$ cat src/hdl/mf3_pkg.sv
// Shared types, constants and median network helpers for the 3x3 median filter.
// No dependencies; every module of the filter imports this package.
package mf3_pkg;

  localparam int MAX_WIDTH    = 1024;
  localparam int MAX_HEIGHT   = 1024;
  localparam int ADDR_W       = $clog2(MAX_WIDTH);
  localparam int SIZE_W       = 11;
  localparam int COORD_W      = 10;
  localparam int PIX_W        = 8;
  localparam int WIN_PIXELS   = 9;
  localparam int MID_RANK     = 4;

  // The job queue depth must be a power of two so the pointers wrap naturally.
  localparam int QDEPTH = 4;
  localparam int QPTR_W = $clog2(QDEPTH);
  localparam int QCNT_W = $clog2(QDEPTH + 1);

  // Configuration register indexes.
  localparam logic CFG_WIDTH  = 1'b0;
  localparam logic CFG_HEIGHT = 1'b1;

  localparam logic [SIZE_W-1:0] WIDTH_RESET  = SIZE_W'(640);
  localparam logic [SIZE_W-1:0] HEIGHT_RESET = SIZE_W'(480);

  typedef logic [PIX_W-1:0] pix_t;
  typedef pix_t [WIN_PIXELS-1:0] win_t;

  typedef struct packed {
    win_t               win;
    logic [COORD_W-1:0] cx;
    logic [COORD_W-1:0] cy;
    logic               last;
  } job_t;

  typedef struct packed {
    logic valid;
    job_t job;
  } push_t;

  function automatic logic [SIZE_W-1:0] clamp_size(logic [SIZE_W-1:0] v, int hi);
    if (v < SIZE_W'(3)) begin
      return SIZE_W'(3);
    end else if (int'(v) > hi) begin
      return SIZE_W'(hi);
    end
    return v;
  endfunction

  // Compare-exchange: the smaller value ends up at position a.
  function automatic win_t order_pair(win_t w, int a, int b);
    pix_t t;
    if (w[a] > w[b]) begin
      t    = w[a];
      w[a] = w[b];
      w[b] = t;
    end
    return w;
  endfunction

  // Sort each column of three.
  function automatic win_t med_part_a(win_t w);
    win_t r;
    r = w;
    r = order_pair(r, 1, 2); r = order_pair(r, 4, 5); r = order_pair(r, 7, 8);
    r = order_pair(r, 0, 1); r = order_pair(r, 3, 4); r = order_pair(r, 6, 7);
    r = order_pair(r, 1, 2); r = order_pair(r, 4, 5); r = order_pair(r, 7, 8);
    return r;
  endfunction

  function automatic win_t med_part_b(win_t w);
    win_t r;
    r = w;
    r = order_pair(r, 0, 3); r = order_pair(r, 5, 8); r = order_pair(r, 4, 7);
    r = order_pair(r, 3, 6); r = order_pair(r, 1, 4); r = order_pair(r, 2, 5);
    return r;
  endfunction

  function automatic pix_t med_part_c(win_t w);
    win_t r;
    r = w;
    r = order_pair(r, 4, 7); r = order_pair(r, 4, 2);
    r = order_pair(r, 6, 4); r = order_pair(r, 4, 2);
    return r[MID_RANK];
  endfunction

endpackage

$ cat src/hdl/mf3_back.sv
// Back end of the median filter: a three-part median network whose last part
// loads the output register. Depends on mf3_pkg; pulls jobs from mf3_queue.
module mf3_back
  import mf3_pkg::*;
(
  input  logic               clk_i,
  input  logic               rst_ni,
  input  logic               q_valid_i,
  input  job_t               head_i,
  output logic               pop_o,
  output logic               out_valid_o,
  input  logic               out_ready_i,
  output pix_t               median_value_o,
  output logic [COORD_W-1:0] center_x_o,
  output logic [COORD_W-1:0] center_y_o,
  output logic               frame_last_o
);

  logic               a_valid_q, b_valid_q, out_valid_q;
  job_t               a_q, b_q;
  job_t               a_d, b_d;
  pix_t               med_q;
  logic [COORD_W-1:0] cx_q, cy_q;
  logic               last_q;
  logic               out_ld, b_ready, a_ready;

  // Each stage moves on when it is empty or the next one moves on.
  assign out_ld  = !out_valid_q || out_ready_i;
  assign b_ready = !b_valid_q || out_ld;
  assign a_ready = !a_valid_q || b_ready;
  assign pop_o   = q_valid_i && a_ready;

  always_comb begin
    a_d     = head_i;
    a_d.win = med_part_a(head_i.win);
    b_d     = a_q;
    b_d.win = med_part_b(a_q.win);
  end

  always_ff @(posedge clk_i or negedge rst_ni) begin
    if (!rst_ni) begin
      a_valid_q   <= 1'b0;
      b_valid_q   <= 1'b0;
      out_valid_q <= 1'b0;
    end else begin
      if (a_ready) begin
        a_valid_q <= q_valid_i;
      end
      if (b_ready) begin
        b_valid_q <= a_valid_q;
      end
      if (out_ld) begin
        out_valid_q <= b_valid_q;
      end
    end
  end

  always_ff @(posedge clk_i) begin
    if (pop_o) begin
      a_q <= a_d;
    end
    if (a_valid_q && b_ready) begin
      b_q <= b_d;
    end
    if (b_valid_q && out_ld) begin
      med_q  <= med_part_c(b_q.win);
      cx_q   <= b_q.cx;
      cy_q   <= b_q.cy;
      last_q <= b_q.last;
    end
  end

  assign out_valid_o    = out_valid_q;
  assign median_value_o = med_q;
  assign center_x_o     = cx_q;
  assign center_y_o     = cy_q;
  assign frame_last_o   = last_q;

endmodule

$ cat config.mk
export PLATFORM = sky130hd
export DESIGN_NAME = mf3_back
export DESIGN_NICKNAME = d
export VERILOG_FILES = /design/src/hdl/mf3_pkg.sv /design/src/hdl/mf3_back.sv
export SDC_FILE = /design/constraint.sdc
export NUM_CORES = 1
export LEC_CHECK = 0
export ABC_AREA = 1
export ABC_CLOCK_PERIOD_IN_PS = 7100
export BUFFER_PORTS_ARGS = -buffer_cell sky130_fd_sc_hd__buf_2
export CAP_MARGIN = 20
export CORE_AREA = 2 2 163 165
export DETAILED_ROUTE_END_ITERATION = 8
export DIE_AREA = 0 0 165 167
export PLACE_DENSITY = 0.67
export SKIP_LAST_GASP = 1
export SLEW_MARGIN = 20
export SYNTH_ARGS = -nofsm -noshare
export SYNTH_HDL_FRONTEND = slang
export SYNTH_SLANG_ARGS = --single-unit
export TNS_END_PERCENT = 5
$ cat constraint.sdc
create_clock -name clk_i -period 7.1 [get_ports clk_i]
set_clock_uncertainty 0.1 [all_clocks]
set_input_delay 1.42 -clock clk_i [delete_from_list [all_inputs] [get_ports clk_i]]
set_output_delay 1.42 -clock clk_i [all_outputs]
set_load 0.02 [all_outputs]
==> impl_results.html <==
<table>
<tr><th>Metric</th><th>Value</th></tr>
<tr><th colspan="2">Final layout</th></tr>
<tr><td>Number of nets in the layout</td><td>1639</td></tr>
<tr><td>Layout overhead on the synthesized area</td><td>14.0%</td></tr>
<tr><td>Inserted Diodes</td><td>0</td></tr>
<tr><td>Proportion of layout cells with a drive suffix above 1</td><td>15.2%</td></tr>
<tr><th colspan="2">Logic synthesis</th></tr>
<tr><td>Top cells by area in the synthesized netlist</td><td>sky130_fd_sc_hd__edfxtp_1 46%, sky130_fd_sc_hd__ha_1 16%, sky130_fd_sc_hd__nand2_1 9.4%</td></tr>
<tr><td>Cell accounting for the most synthesized area</td><td>sky130_fd_sc_hd__edfxtp_1</td></tr>
<tr><td>Synthesized Nets</td><td>1516</td></tr>
<tr><td>Portion of the post-synthesis area used by sequential elements</td><td>46.4%</td></tr>
<tr><td>Number of synthesized register bits</td><td>178</td></tr>
<tr><td>Netlist Area Pre-Place</td><td>0.0115 mm²</td></tr>
<tr><td>Synth cell types</td><td>36</td></tr>
<tr><td>Top cell type's share of synthesized area</td><td>45.7%</td></tr>
<tr><td>Post-synthesis cell count</td><td>1268</td></tr>
<tr><td>Synthesis Warnings</td><td>0</td></tr>
<tr><td>Post-Syn Area per Cell</td><td>9.06 µm²</td></tr>
<tr><th colspan="2">Clocking</th></tr>
<tr><td>Sinks on Clock Net</td><td>178</td></tr>
<tr><td>TritonCTS clock tree</td><td>built</td></tr>
<tr><td>Number of hold-repair buffers added at the cts stage</td><td>0</td></tr>
<tr><td>Max Buffers Root-to-Sink</td><td>2</td></tr>
<tr><td>Post-CTS clock slew at the launch and capture registers of the worst setup and hold paths</td><td>0.07 ns</td></tr>
<tr><td>Number of setup buffers added after CTS</td><td>0</td></tr>
<tr><td>H-Tree Level Count</td><td>4</td></tr>
<tr><td>Insertion delay of the later-clocked pin in the worst-skew pair</td><td>0.43 ns</td></tr>
<tr><td>Number of buffers inserted during clock tree synthesis</td><td>17</td></tr>
<tr><td>Count of instances resized after the clock tree is built</td><td>0</td></tr>
<tr><td>Root cell of the clock tree</td><td>sky130_fd_sc_hd__clkbuf_16</td></tr>
<tr><th colspan="2">STA</th></tr>
<tr><td>Max-slew headroom</td><td>31.9%</td></tr>
<tr><td>Final Max Tran Viols</td><td>0</td></tr>
<tr><td>F_max</td><td>0.159 GHz</td></tr>
<tr><td>Crit path time final</td><td>6.28 ns</td></tr>
<tr><td>Setup TNS Final</td><td>0 ns</td></tr>
<tr><td>Worst Max-Slew Pin Slew</td><td>1.02 ns</td></tr>
<tr><td>Final Cycle Share</td><td>88.4%</td></tr>
<tr><td>Final Hold Viols</td><td>0</td></tr>
<tr><td>Setup-failing EPs final</td><td>0</td></tr>
<tr><td>RSZ-0062 raised after global routing</td><td>no</td></tr>
<tr><th colspan="2">Critical path</th></tr>
<tr><td>R2R Path End</td><td>median_value_o[4]</td></tr>
<tr><td>Capturing element of the worst setup path</td><td>median_value_o[4]</td></tr>
<tr><td>Crit path largest cell delay</td><td>0.52 ns</td></tr>
<tr><td>Highest fanout seen on the critical path</td><td>18</td></tr>
<tr><td>Data required time at the worst endpoint</td><td>7.30 ns</td></tr>
<tr><td>Critical path origin</td><td>b_q[55]</td></tr>
<tr><td>Worst r2r src</td><td>b_q[55]</td></tr>
<tr><td>Number of cells traversed by the worst register-to-register path</td><td>35</td></tr>
<tr><td>Worst reg-to-reg setup slack</td><td>0.82 ns</td></tr>
<tr><td>Cell type of the slowest stage on the worst timing path</td><td>sky130_fd_sc_hd__o21ai_0</td></tr>
<tr><td>Startpoint types</td><td>flop</td></tr>
<tr><td>Most frequent cell on the critical path</td><td>sky130_fd_sc_hd__nand2_1</td></tr>
<tr><td>Classification of the worst setup path</td><td>flop to flop</td></tr>
<tr><td>Critical Path End Type</td><td>flop</td></tr>
<tr><td>Arrival time worst endpoint</td><td>6.47 ns</td></tr>
<tr><th colspan="2">Floorplanning</th></tr>
<tr><td>Die Area</td><td>0.0276 mm²</td></tr>
<tr><td>Die W</td><td>165 µm</td></tr>
<tr><td># rows</td><td>59</td></tr>
<tr><td>Core area</td><td>0.0258 mm²</td></tr>
<tr><td>Die height</td><td>167 µm</td></tr>
<tr><td>Starting density of the core</td><td>44.6%</td></tr>
<tr><td>Number of top-level design ports</td><td>128</td></tr>
<tr><th colspan="2">GRT</th></tr>
<tr><td>Pin count of the biggest net entering global routing</td><td>82</td></tr>
<tr><td>Initial antenna violation count</td><td>0</td></tr>
<tr><td>Number of global-route vias before repair</td><td>8350</td></tr>
<tr><td>GRT Overall Usage</td><td>18.6%</td></tr>
<tr><td>Residual overflow from global routing</td><td>0</td></tr>
<tr><td>First-pass GRT wire length</td><td>40500 µm</td></tr>
<tr><th colspan="2">Flow run</th></tr>
<tr><td>Count of max-cap constraint violations</td><td>0</td></tr>
<tr><th colspan="2">Place</th></tr>
<tr><td>Count of port buffers added during placement</td><td>127</td></tr>
<tr><td>Post-detailed-placement half-perimeter wirelength</td><td>19400 µm</td></tr>
<tr><td>Final weighted congestion of routability-driven global placement</td><td>0.894</td></tr>
<tr><th colspan="2">Detailed routing</th></tr>
<tr><td>DRC</td><td>0</td></tr>
<tr><td>First DRT Iteration DRCs</td><td>548</td></tr>
<tr><td>Average vias per placed instance</td><td>5.07</td></tr>
<tr><td>Via count of the routed design</td><td>8813</td></tr>
<tr><td>Number of detailed-routing iterations run before antenna repair</td><td>5</td></tr>
<tr><td>Wirelength per Cell</td><td>14.0 µm</td></tr>
<tr><td>Routed wire length</td><td>24400 µm</td></tr>
<tr><td>Residual antenna-violating net count after detailed routing</td><td>0</td></tr>
<tr><th colspan="2">Outcome</th></tr>
<tr><td>Result of the run</td><td>complete, no violations</td></tr>
<tr><th colspan="2">Min path</th></tr>
<tr><td>Worst hold path type</td><td>flop to flop</td></tr>
</table>
[registers in the layout (all words and copies together) (netlist names)]
signal / cells
frame_last_o: 1
center_y_o: 10
out_valid_o: 1
b_q: 53
center_x_o: 10
a_valid_q: 1
median_value_o: 8
b_valid_q: 1
a_q: 93
[Yosys cell counts, drive strengths merged]
master,number
a211oi,5
a21o,1
a21oi,109
a32oi,2
and2,7
buf,17
clkbuf,16
clkinv,1
dfrtp,3
edfxtp,175
ha,151
inv,137
nand2,305
nand3,28
nand4,9
nor2,77
o211ai,12
o21a,1
o21ai,202
o221ai,1
o31ai,2
or2,7
[cell type report]
| type | instances | area, µm² |
|---|---|---|
| Clock inverter | 15 | 203 |
| Fill cell | 2352 | 12700 |
| Timing Repair Buffer | 137 | 711 |
| Tap cell | 335 | 419 |
| Clock buffer | 17 | 425 |
| Multi-Input combinational cell | 919 | 5490 |
| Inverter | 138 | 523 |
| Sequential cell | 178 | 5330 |
[critical path: cells and delay by family, from the launching register on]
kind                       cells  cell delay, ns
buffers and inverters          4            0.47
AOI/OAI and AO/OA              7            1.83
DFF                            1            0.42
adders and majority gates      4            1.27
and+or+nand+nor               20            2.04
[cells by family (layout without fill, tap and decap cells)]
logic type | Yosys count | count (layout) | synth area share (%)
AOI/OAI and AO/OA | 335 | 335 | 15.5
adders and majority gates | 151 | 151 | 16.4
buffers and inverters | 171 | 307 | 5.84
DFF | 178 | 178 | 46.4
and+or+nand+nor | 433 | 433 | 15.9
[worst min path at each step]
stage           start       endpoint  slack [ns]  depth (start not counted)
4_1_cts        a_q[8]         b_q[8]        0.32                          0
5_1_grt        b_q[6]  center_y_o[5]        0.32                          0
3_5_place_dp   a_q[7]         b_q[7]        0.30                          0
6_report       b_q[6]  center_y_o[5]        0.32                          0
3_3_place_gp   b_q[6]  center_y_o[5]        0.30                          0
2_1_floorplan  a_q[0]         b_q[0]        0.30                          0
[stage by stage]
step                hold WS [ns]  util (%)  setup slack [ns]  cell area (µm²)  std cells
floorplan                  0.300         -              1.54            11500       1268
global placement           0.300      48.4             0.616            12500       1707
detailed placement         0.305      48.4             0.562            12500       1707
CTS                        0.318      50.9             0.862            13100       1739
global route               0.322      50.9             0.271            13100       1739
finish                     0.320      50.9             0.823            13100       1739
[cell usage in the layout, fill, tap and decap left out, types with 2 or more instances in the layout]
cell / n
sky130_fd_sc_hd__a211oi_1: 5
sky130_fd_sc_hd__a21oi_1: 108
sky130_fd_sc_hd__and2_1: 7
sky130_fd_sc_hd__buf_2: 127
sky130_fd_sc_hd__buf_4: 10
sky130_fd_sc_hd__clkbuf_16: 17
sky130_fd_sc_hd__clkinv_2: 2
sky130_fd_sc_hd__clkinv_8: 5
sky130_fd_sc_hd__clkinvlp_4: 2
sky130_fd_sc_hd__dfrtp_1: 3
sky130_fd_sc_hd__edfxtp_1: 175
sky130_fd_sc_hd__ha_1: 151
sky130_fd_sc_hd__inv_1: 133
sky130_fd_sc_hd__inv_6: 3
sky130_fd_sc_hd__inv_8: 3
sky130_fd_sc_hd__nand2_1: 287
sky130_fd_sc_hd__nand2_2: 15
sky130_fd_sc_hd__nand2_4: 2
sky130_fd_sc_hd__nand3_1: 27
sky130_fd_sc_hd__nand4_1: 6
sky130_fd_sc_hd__nand4_2: 2
sky130_fd_sc_hd__nor2_1: 75
sky130_fd_sc_hd__nor2_2: 2
sky130_fd_sc_hd__o211ai_1: 12
sky130_fd_sc_hd__o21ai_0: 187
sky130_fd_sc_hd__o21ai_1: 10
sky130_fd_sc_hd__o21ai_2: 5
sky130_fd_sc_hd__o31ai_2: 2
sky130_fd_sc_hd__or2_2: 7
[layer usage]
metal	vias up	GRT usage, %	wire [µm]
met2	186	30.8	11500
li1	4640	-	-
met5	-	0	0
met3	36	2.74	970
met4	0	6.16	548
met1	3951	24.9	11300
Power is not shown: default switching activity piles up to over one toggle a cycle in this logic, so the estimate is an artifact.
