--- src/hdl/mf3_pkg.sv ---
// Shared types, constants and median network helpers for the 3x3 median filter.
// No dependencies; every module of the filter imports this package.
package mf3_pkg;

  localparam int MAX_WIDTH    = 1024;
  localparam int MAX_HEIGHT   = 1024;
  localparam int ADDR_W       = $clog2(MAX_WIDTH);
  localparam int SIZE_W       = 11;
  localparam int COORD_W      = 10;
  localparam int PIX_W        = 8;
  localparam int WIN_PIXELS   = 9;
  localparam int MID_RANK     = 4;

  // The job queue depth must be a power of two so the pointers wrap naturally.
  localparam int QDEPTH = 4;
  localparam int QPTR_W = $clog2(QDEPTH);
  localparam int QCNT_W = $clog2(QDEPTH + 1);

  // Configuration register indexes.
  localparam logic CFG_WIDTH  = 1'b0;
  localparam logic CFG_HEIGHT = 1'b1;

  localparam logic [SIZE_W-1:0] WIDTH_RESET  = SIZE_W'(640);
  localparam logic [SIZE_W-1:0] HEIGHT_RESET = SIZE_W'(480);

  typedef logic [PIX_W-1:0] pix_t;
  typedef pix_t [WIN_PIXELS-1:0] win_t;

  typedef struct packed {
    win_t               win;
    logic [COORD_W-1:0] cx;
    logic [COORD_W-1:0] cy;
    logic               last;
  } job_t;

  typedef struct packed {
    logic valid;
    job_t job;
  } push_t;

  function automatic logic [SIZE_W-1:0] clamp_size(logic [SIZE_W-1:0] v, int hi);
    if (v < SIZE_W'(3)) begin
      return SIZE_W'(3);
    end else if (int'(v) > hi) begin
      return SIZE_W'(hi);
    end
    return v;
  endfunction

  // Compare-exchange: the smaller value ends up at position a.
  function automatic win_t order_pair(win_t w, int a, int b);
    pix_t t;
    if (w[a] > w[b]) begin
      t    = w[a];
      w[a] = w[b];
      w[b] = t;
    end
    return w;
  endfunction

  // Sort each column of three.
  function automatic win_t med_part_a(win_t w);
    win_t r;
    r = w;
    r = order_pair(r, 1, 2); r = order_pair(r, 4, 5); r = order_pair(r, 7, 8);
    r = order_pair(r, 0, 1); r = order_pair(r, 3, 4); r = order_pair(r, 6, 7);
    r = order_pair(r, 1, 2); r = order_pair(r, 4, 5); r = order_pair(r, 7, 8);
    return r;
  endfunction

  function automatic win_t med_part_b(win_t w);
    win_t r;
    r = w;
    r = order_pair(r, 0, 3); r = order_pair(r, 5, 8); r = order_pair(r, 4, 7);
    r = order_pair(r, 3, 6); r = order_pair(r, 1, 4); r = order_pair(r, 2, 5);
    return r;
  endfunction

  function automatic pix_t med_part_c(win_t w);
    win_t r;
    r = w;
    r = order_pair(r, 4, 7); r = order_pair(r, 4, 2);
    r = order_pair(r, 6, 4); r = order_pair(r, 4, 2);
    return r[MID_RANK];
  endfunction

endpackage

--- src/hdl/mf3_queue.sv ---
// Short job queue between the front end and the median pipeline.
// Depends on mf3_pkg; the front end never pushes into a full queue.
module mf3_queue
  import mf3_pkg::*;
(
  input  logic              clk_i,
  input  logic              rst_ni,
  input  push_t             push_i,
  input  logic              pop_i,
  output logic              valid_o,
  output job_t              head_o,
  output logic [QCNT_W-1:0] count_o
);

  job_t              store_q [QDEPTH];
  logic [QPTR_W-1:0] wr_ptr_q, rd_ptr_q;
  logic [QCNT_W-1:0] count_q;

  assign valid_o = count_q != '0;
  assign head_o  = store_q[rd_ptr_q];
  assign count_o = count_q;

  always_ff @(posedge clk_i) begin
    if (push_i.valid) begin
      store_q[wr_ptr_q] <= push_i.job;
    end
  end

  always_ff @(posedge clk_i or negedge rst_ni) begin
    if (!rst_ni) begin
      wr_ptr_q <= '0;
      rd_ptr_q <= '0;
      count_q  <= '0;
    end else begin
      if (push_i.valid) begin
        wr_ptr_q <= wr_ptr_q + QPTR_W'(1);
      end
      if (pop_i) begin
        rd_ptr_q <= rd_ptr_q + QPTR_W'(1);
      end
      unique case ({push_i.valid, pop_i})
        2'b10:   count_q <= count_q + QCNT_W'(1);
        2'b01:   count_q <= count_q - QCNT_W'(1);
        default: count_q <= count_q;
      endcase
    end
  end

endmodule

--- config.mk ---
export PLATFORM = sky130hd
export DESIGN_NAME = mf3_queue
export DESIGN_NICKNAME = d
export VERILOG_FILES = /design/src/hdl/mf3_pkg.sv /design/src/hdl/mf3_queue.sv
export SDC_FILE = /design/constraint.sdc
export NUM_CORES = 1
export LEC_CHECK = 0
export BUFFER_PORTS_ARGS = -buffer_cell sky130_fd_sc_hd__buf_2
export CORE_MARGIN = 2
export CORE_UTILIZATION = 51
export CTS_CLUSTER_DIAMETER = 30
export CTS_CLUSTER_SIZE = 12
export DETAILED_ROUTE_END_ITERATION = 12
export PLACE_DENSITY_LB_ADDON = 0.08
export SYNTH_ARGS = -nofsm -noshare
export SYNTH_HDL_FRONTEND = slang
export SYNTH_SLANG_ARGS = --single-unit
--- constraint.sdc ---
create_clock -name clk_i -period 3.3 [get_ports clk_i]
set_clock_uncertainty 0.2 [all_clocks]
set_input_delay 0.33 -clock clk_i [delete_from_list [all_inputs] [get_ports clk_i]]
set_output_delay 0.33 -clock clk_i [all_outputs]
set_load 0.05 [all_outputs]
==> impl_metrics.toml, run 1 <==
[synth]
synth_top_area_share_pct = 80.6
yosys_warnings = 0
yosys-top-cells-area = "edfxtp_1 81%, mux4_2 15%, dfrtp_1 1.3%, buf_12 0.87%, ha_1 0.45%"
netlist_instances = 521
yosysTopAreaCell = "edfxtp_1"
synthesis.nets = 624
ys_seq_area_share_pct = 81.8
syn_area_sq_um = 13900
synth-seq-cells = 379
synth.avg_cell_area_sq_um = 26.6
ys_types = 19

[setup_path]
crit_path_end_kind = "primary output"
worstPathRequired_ps = 2770
regToRegSetupSlack_ps = 1190
r2r-end = "store_q[3][6]$_DFFE_PP_"
critPathKind = "flop to primary output"
cp_max_fo = 42
start_kind = "flop"
timing.rr.start = "wr_ptr_q[0]$_DFFE_PN0P_"
arrival_ps = 2400
reg2reg_depth = 3

[cts]
insertion_delay_ps = 530
cts_tree = "yes"
cts_resized = 0
clock_path_buffers = 3
cts_made_buffers = 69
cts_sinks = 379
cts_root_buffer = "clkbuf_16"
cts.hold.buffers_added = 97
postCtsSetupRepairBufs = 0
cts-htree-levels = 3
clk_pin_slew_ps = 50

[layout]
drive_gt1_share_pct = 44.3
nNetsFinal = 979
diodes = 0
areaGrowthSynthToFinish_pct = 33.5

[worst_hold_path]
hold_path_end = "count_o[2]$_DFFE_PN0P_"
min_path_type = "flop to flop"
hp-start = "count_o[2]$_DFFE_PN0P_"
hold_depth = 1

[drt]
drt_pass1_iterations = 4
final_antenna_net_count = 0
drc = 0
vias_per_cell = 5.31
wire_per_inst_um = 21.0
drt_iter0_markers = 430
num_vias = 6749
routed_wl_mm = 26.7

[grt]
grt_pass1_wl_mm = 41.2
grt_max_degree = 62
grt_use_total_pct = 19.3
global_route.overflow_total = 0
first_global_vias = 7553
antenna_found_initial = 0

[timing]
rsz0062_at_grt = "false"
fmaxAchievable_ghz = 0.342
worst_slew_pin_slew_ps = 698
hold_viol = 0
fin_setup_tns_ps = 0
fin_crit_ps = 2930
setup_viol = 0
slew-limit-headroom_pct = 53.5
slew_viol_final = 0
fin_crit_sh_pct = 88.7

[die]
row_count = 60
io_pins = 194
fp.dieH_um = 169
dieArea_sq_um = 28500
core_sq_um = 26800
initial_core_util_pct = 51.7
die_w_um = 169

[pwr]
p_total_mw = 20.0
ir_drop_uv = 648
power.density_nw_per_um2 = 1080
leakagePower_nw = 6.60

[placement]
place_congestion = 0.724
portBuffers = 193
hpwlAfterDp_mm = 15.1

[status]
status = "finished clean"

[flow_run]
drv_cap = 0
sequential cells by signal, summed over array words and instances, names as in the netlist:
name / count
wr_ptr_q: 2
rd_ptr_q: 2
count_o: 3
store_q: 372
cell type report:
cell class | instances | area [sq um]
flip-flops and latches | 379 | 11400
fillers | 1691 | 8290
multi-input cells | 115 | 2300
repair buffers | 305 | 2120
clock buffers | 79 | 1800
clock inverters | 45 | 493
well taps | 341 | 427
inverters | 6 | 22.5
Yosys cell counts:
cell type	instances
buf_6	1
inv_1	6
mux4_2	93
ha_1	5
and2_1	4
fa_1	1
nor2_1	1
buf_12	6
buf_2	7
nand2_1	2
edfxtp_1	372
mux2i_1	1
buf_4	4
xor2_1	4
or3_1	1
o21ai_0	1
dfrtp_1	7
buf_1	3
xnor2_1	2
metal layers:
layer  vias up  track usage [%]  wire [um]
li1       2984                -          -
met3        57             4.23       1350
met1      3507             25.1      11100
met4         0             7.87        585
met5         -                0          0
met2       201             32.2      13700
cell families after synthesis:
logic type                 Yosys count  share of synthesized area [%]
DFF                                379                           81.8
muxes                               94                           15.2
buffers and inverters               27                           1.66
and+or+nand+nor                      8                          0.307
xor gates and xnor gates             6                          0.379
adders and majority gates            6                          0.596
AOI/OAI and AO/OA                    1                         0.0361
placed cells by master, fill, tap and decap left out, drive strengths merged:
master,netlist,routed
mux2i,1,1
fa,1,1
ha,5,5
nand2,2,2
buf,21,208
nor2,1,1
or3,1,1
mux4,93,93
edfxtp,372,372
xor2,4,4
clkbuf,0,79
dlygate4sd3,0,97
xnor2,2,2
clkinv,0,29
o21ai,1,1
dfrtp,7,7
clkinvlp,0,3
bufinv,0,8
and2,4,4
inv,6,11
critical path, stage by stage, from the launching register on:
cell and delay (ps):
dfrtp_4 640, buf_12 360, mux4_2 590, buf_2 240
where the power goes:
group | switching (mW) | leakage [nW] | total, mW | internal (mW)
clock network | 2.24 | 1.11 | 6.77 | 4.54
registers | 0.334 | 3.50 | 6.65 | 6.31
logic | 4.56 | 1.99 | 6.57 | 2.01
per-stage QoR:
| stage | hold WS (ps) | cells | cell area (sq um) | setup slack, ps | utilization [%] |
|---|---|---|---|---|---|
| detailed placement | -15.2 | 1049 | 15300 | 853 | 56.9 |
| finish | 321 | 1270 | 18500 | 374 | 69.1 |
| CTS | 313 | 1270 | 18500 | 279 | 69.1 |
| floorplan | -166 | 521 | 13900 | 889 | - |
| global placement | -18.8 | 1049 | 15300 | 882 | 56.9 |
| global route | 332 | 1270 | 18500 | 200 | 69.1 |
worst max path at each step:
stage / from / to / slack (ps) / depth (start not counted)
finish: rd_ptr_q[0]$_DFFE_PN0P_ / head_o[10] / 370 / 3
detailed placement: rd_ptr_q[0]$_DFFE_PN0P_ / head_o[10] / 850 / 3
CTS: rd_ptr_q[0]$_DFFE_PN0P_ / head_o[10] / 280 / 3
global placement: rd_ptr_q[0]$_DFFE_PN0P_ / head_o[10] / 880 / 3
global route: rd_ptr_q[0]$_DFFE_PN0P_ / head_o[10] / 200 / 3
floorplan: wr_ptr_q[0]$_DFFE_PN0P_ / store_q[2][0]$_DFFE_PP_ / 890 / 3
No activity file was read; power rests on OpenSTA's default activity.
==> inputs of run 2 (changes only) <==
ABC_AREA = 1   (was unset)
CORE_UTILIZATION = 52   (was 51)
==> run 2 against run 1 <==
Net effect:
- register-to-register slack barely moved
- final cell count grew 50%
- first-iteration DRC count up 36%
- sequential power hardly changed
- highest routed layer unchanged
- global-route usage up 0.71 points
- cell area grew 9.0%
- die area grew 8.5%
- flip-flop and latch count unchanged
==> impl_metrics.toml, run 2 <==
[worst_hold_path]
min_path_type = "flop to flop"

[placement]
place_congestion = 0.743
hpwlAfterDp_mm = 17.0
portBuffers = 193

[die]
core_sq_um = 28900
dieArea_sq_um = 30900
initial_core_util_pct = 53.1
fp.dieH_um = 176
die_w_um = 176
io_pins = 194
row_count = 62

[synth]
post-synth-top-count-cell = "edfxtp_1"
ys_types = 19
syn_area_sq_um = 15400
async_reset_ff_share_pct = 1.85
synth-seq-cells = 379
yosys_warnings = 0
synth_top_area_share_pct = 72.7
yosysTopAreaCell = "edfxtp_1"
synthFlopType = "edfxtp_1"
synth.avg_cell_area_sq_um = 13.6
ys_seq_area_share_pct = 73.8
yosys-top-cells-count = "372 x edfxtp_1, 290 x nand2_1, 199 x inv_1"
yosys-top-cells-area = "edfxtp_1 73%, o211ai_1 8.0%, nand2_1 7.1%, inv_1 4.9%, o211ai_2 1.9%"
synthesis.nets = 1236
synth_edf_count = 372
netlist_instances = 1133

[drt]
drt_pass1_iterations = 5
drt_iter0_markers = 584
wire_per_inst_um = 16.1
routed_wl_mm = 30.7
vias_per_cell = 4.94
drc = 0
final_antenna_net_count = 0
num_vias = 9416

[timing]
slew-limit-headroom_pct = 54.5
fin_crit_ps = 2870
worst_hold_slack_ps = 294
fmaxAchievable_ghz = 0.349
worst_slew_pin_slew_ps = 682
slew_viol_final = 0
setup_viol = 0
fin_setup_tns_ps = 0
rsz0062_at_grt = "false"
fin_crit_sh_pct = 86.9
hold_viol = 0

[setup_path]
worstPathRequired_ps = 2770
critPathKind = "flop to primary output"
crit_path_end_kind = "primary output"
arrival_ps = 2340
start_kind = "flop"
cp_max_fo = 46

[layout]
layout_commonest_cell = "edfxtp_1"
areaGrowthSynthToFinish_pct = 31.3
nNetsFinal = 1561
layout_common_cells = "372 x edfxtp_1, 290 x nand2_1, 195 x inv_1"
top_register = "store_q"
nFillCells = 1998
fin_util_pct = 69.7
drive_gt1_share_pct = 23.8
largest_reg_flops = 372

[flow_run]
drv_cap = 0

[pwr]
leakagePower_nw = 8.24
p_total_mw = 22.5
power.density_nw_per_um2 = 1120
ir_drop_uv = 888

[status]
status = "finished clean"

[cts]
cts_root_buffer = "clkbuf_16"
postCtsSetupRepairBufs = 0
cts_resized = 0
cts_made_buffers = 76
clock_path_buffers = 3
cts.hold.buffers_added = 97
cts_sinks = 379
cts_tree = "yes"
clk_pin_slew_ps = 40
insertion_delay_ps = 540
cts-htree-levels = 3

[grt]
grt_pass1_wl_mm = 48.4
first_global_vias = 9626
global_route.overflow_total = 0
grt_use_total_pct = 20.0
grt_max_degree = 95
antenna_found_initial = 2
run 2: logic make-up after synthesis:
kind of cell	after synthesis	synth area share [%]
AND/OR/NAND/NOR	293	7.19
flip-flops	379	73.8
XOR/XNOR	4	0.228
AO/OA/AOI/OAI	188	9.90
buffers and inverters	263	8.29
adder cells (fa/ha/maj)	6	0.538
run 2: worst max-delay path: stages, from the launching register on:
cell,delay (ps)
dfrtp_4,760
buf_4,440
o211ai_1,160
nand2_1,140
buf_2,270
run 2: final cells by class:
type	count	area, sq um	area share (%)
multi-input combinational	491	2740	13.6
inverter	200	763	3.78
clock buffer	87	2010	9.94
antenna	2	5.00	0.0248
tap	384	480	2.38
clock inverter	52	608	3.01
timing repair buffer	310	2210	11.0
sequential	379	11400	56.3
run 2: path summary, 6_finish.rpt:
check	startpoint	end	slack, ps	cells past startpoint
setup / recovery	rd_ptr_q[0]$_DFFE_PN0P_	head_o[72]	430	4
hold / removal	count_o[1]$_DFFE_PN0P_	count_o[1]$_DFFE_PN0P_	290	2
setup reg to reg	wr_ptr_q[0]$_DFFE_PN0P_	store_q[2][51]$_DFFE_PP_	1190	5
hold reg to reg	count_o[1]$_DFFE_PN0P_	count_o[1]$_DFFE_PN0P_	290	2
max in group asynchronous	rst_ni	rd_ptr_q[1]$_DFFE_PN0P_	2020	3
min in group asynchronous	rst_ni	count_o[1]$_DFFE_PN0P_	590	3
run 2: per-stage QoR:
stage | cells | setup slack [ps] | cell area [sq um]
finish | 1905 | 433 | 20200
global route | 1905 | 290 | 20200
CTS | 1903 | 408 | 20200
detailed placement | 1667 | 1020 | 16600
global placement | 1667 | 1030 | 16600
floorplan | 1133 | 171 | 15400
run 2: layer usage:
metal / routed length [um] / track usage, % / up-vias
met1: 13100 / 25.1 / 4479
met4: 820 / 8.51 / 0
met5: 0 / 0 / -
met2: 15200 / 33.7 / 230
li1: - / - / 4641
met3: 1530 / 4.68 / 66
run 2: power by group:
group	internal, mW	switching, mW
Clock	5.22	2.42
Combinational	1.94	6.30
Sequential	6.31	0.304
Total	13.5	9.03
==> inputs of run 3 (changes only) <==
ABC_AREA = 0   (was 1)
CORE_UTILIZATION = 51   (was 52)
MAX_ROUTING_LAYER = met4   (was unset)
==> run 3 against run 2 <==
Net effect:
- die area is 7.8% lower
- flip-flop and latch count stayed put
- final cell count is 33% lower
- utilization is 0.64 points lower
- total power is 11% lower
- clock power is 11% lower
- wire length is 13% lower
- critical path type unchanged
- largest cell class unchanged
==> impl_metrics.toml, run 3 (same netlist as run 1, synthesis figures left out) <==
[placement]
dp.cells = 1049
portBuffers = 193
place_congestion = 0.732
hpwlAfterDp_mm = 15.1

[drt]
routed_wl_mm = 26.8
drc = 0
wire_per_inst_um = 21.1
drt_pass1_iterations = 4
drt_iter0_markers = 443
final_antenna_net_count = 0
num_vias = 6747
vias_per_cell = 5.31

[status]
status = "finished clean"

[grt]
first_global_vias = 7554
antenna_found_initial = 0
grt_use_total_pct = 19.9
grt_pass1_wl_mm = 41.2
grt_max_degree = 62
global_route.overflow_total = 0

[timing]
worst_slew_pin_slew_ps = 692
fin_crit_ps = 2920
slew-limit-headroom_pct = 53.9
rsz0062_at_grt = "false"
setup_viol = 0
fin_setup_tns_ps = 0
worst_hold_slack_ps = 315
fin_crit_sh_pct = 88.6
hold_viol = 0
slew_viol_final = 0
fmaxAchievable_ghz = 0.342

[cts]
cts-htree-levels = 3
cts_root_buffer = "clkbuf_16"
insertion_delay_ps = 530
clock_path_buffers = 3
cts_made_buffers = 69
cts_tree = "yes"
clk_pin_slew_ps = 50
cts_sinks = 379
cts_resized = 0

[layout]
largest_reg_flops = 372
diodes = 0
nFillCells = 1691
layout_common_cells = "372 x edfxtp_1, 193 x buf_2, 97 x dlygate4sd3_1"
layout_commonest_cell = "edfxtp_1"
areaGrowthSynthToFinish_pct = 33.5
top_register = "store_q"
final_cells = 1270
drive_gt1_share_pct = 44.3
nNetsFinal = 979

[worst_hold_path]
min_path_type = "flop to flop"

[die]
die_w_um = 169
io_pins = 194
core_sq_um = 26800
initial_core_util_pct = 51.7
dieArea_sq_um = 28500
row_count = 60
fp.dieH_um = 169

[pwr]
ir_drop_uv = 648
leakagePower_nw = 6.60
power.density_nw_per_um2 = 1080

[setup_path]
cp_max_fo = 42
critPathKind = "flop to primary output"
crit_path_end_kind = "primary output"
start_kind = "flop"
arrival_ps = 2390
worstPathRequired_ps = 2770

[flow_run]
drv_cap = 0
-- run 3: cell count changes in the layout (fill, tap and decap cells not counted), moves of 5 or more --
| cell | change |
|---|---|
| mux4_2 | +93 |
| o211ai_2 | -23 |
| nand2_1 | -288 |
| inv_1 | -189 |
| clkbuf_16 | -8 |
| inv_4 | -5 |
| o211ai_1 | -163 |
-- run 3: final cells by class --
| cell class | count | area [sq um] | area share [%] |
|---|---|---|---|
| flip-flops and latches | 379 | 11400 | 61.3 |
| multi-input cells | 115 | 2300 | 12.4 |
| repair buffers | 305 | 2120 | 11.5 |
| clock buffers | 79 | 1800 | 9.70 |
| clock inverters | 45 | 493 | 2.66 |
| well taps | 341 | 427 | 2.30 |
| inverters | 6 | 22.5 | 0.122 |
-- run 3: metal layers --
metal	wire length (um)	share of wire, %	vias to the layer above	track usage [%]
li1	-	-	2984	-
met1	11200	42	3510	25.2
met3	1300	4.8	55	4.16
met2	13700	51	198	32.2
met4	570	2.1	0	7.87
met5	0	0	-	-
-- run 3: worst max-delay path, stage by stage, from the launching register on --
cell and delay (ps):
dfrtp_4 640, buf_12 350, mux4_2 560, buf_2 230
-- run 3: through the flow --
stage / instance area (sq um) / setup WS, ps / utilization [%] / power (mW)
2_1_floorplan: 13900 / 889 / - / 11.9
3_3_place_gp: 15300 / 882 / 56.9 / 13.2
3_5_place_dp: 15300 / 853 / 56.9 / 13.3
4_1_cts: 18500 / 279 / 69.1 / 20.3
5_1_grt: 18500 / 200 / 69.1 / 20.8
6_report: 18500 / 377 / 69.1 / 20.0
-- run 3: final timing paths --
| check | from | slack [ps] | cells after the start | endpoint |
|---|---|---|---|---|
| min | count_o[2]$_DFFE_PN0P_ | 310 | 1 | count_o[2]$_DFFE_PN0P_ |
| max reg2reg | wr_ptr_q[0]$_DFFE_PN0P_ | 1190 | 3 | store_q[3][6]$_DFFE_PP_ |
| min reg2reg | count_o[2]$_DFFE_PN0P_ | 310 | 1 | count_o[2]$_DFFE_PN0P_ |
| max | rd_ptr_q[0]$_DFFE_PN0P_ | 380 | 3 | head_o[34] |
| min in group asynchronous | rst_ni | 580 | 3 | count_o[1]$_DFFE_PN0P_ |
| max in group asynchronous | rst_ni | 2000 | 3 | rd_ptr_q[1]$_DFFE_PN0P_ |
-- run 3: repair_timing --
action / in CTS / in global routing
hold buffers: 97 / 0
setup buffers: 0 / 0
endpoints found under the hold margin: 383 / 0
-- run 3: power breakdown --
group / switching [mW] / leakage [nW] / internal (mW)
Sequential: 0.335 / 3.50 / 6.31
Combinational: 4.56 / 1.99 / 2.01
Clock: 2.24 / 1.11 / 4.54
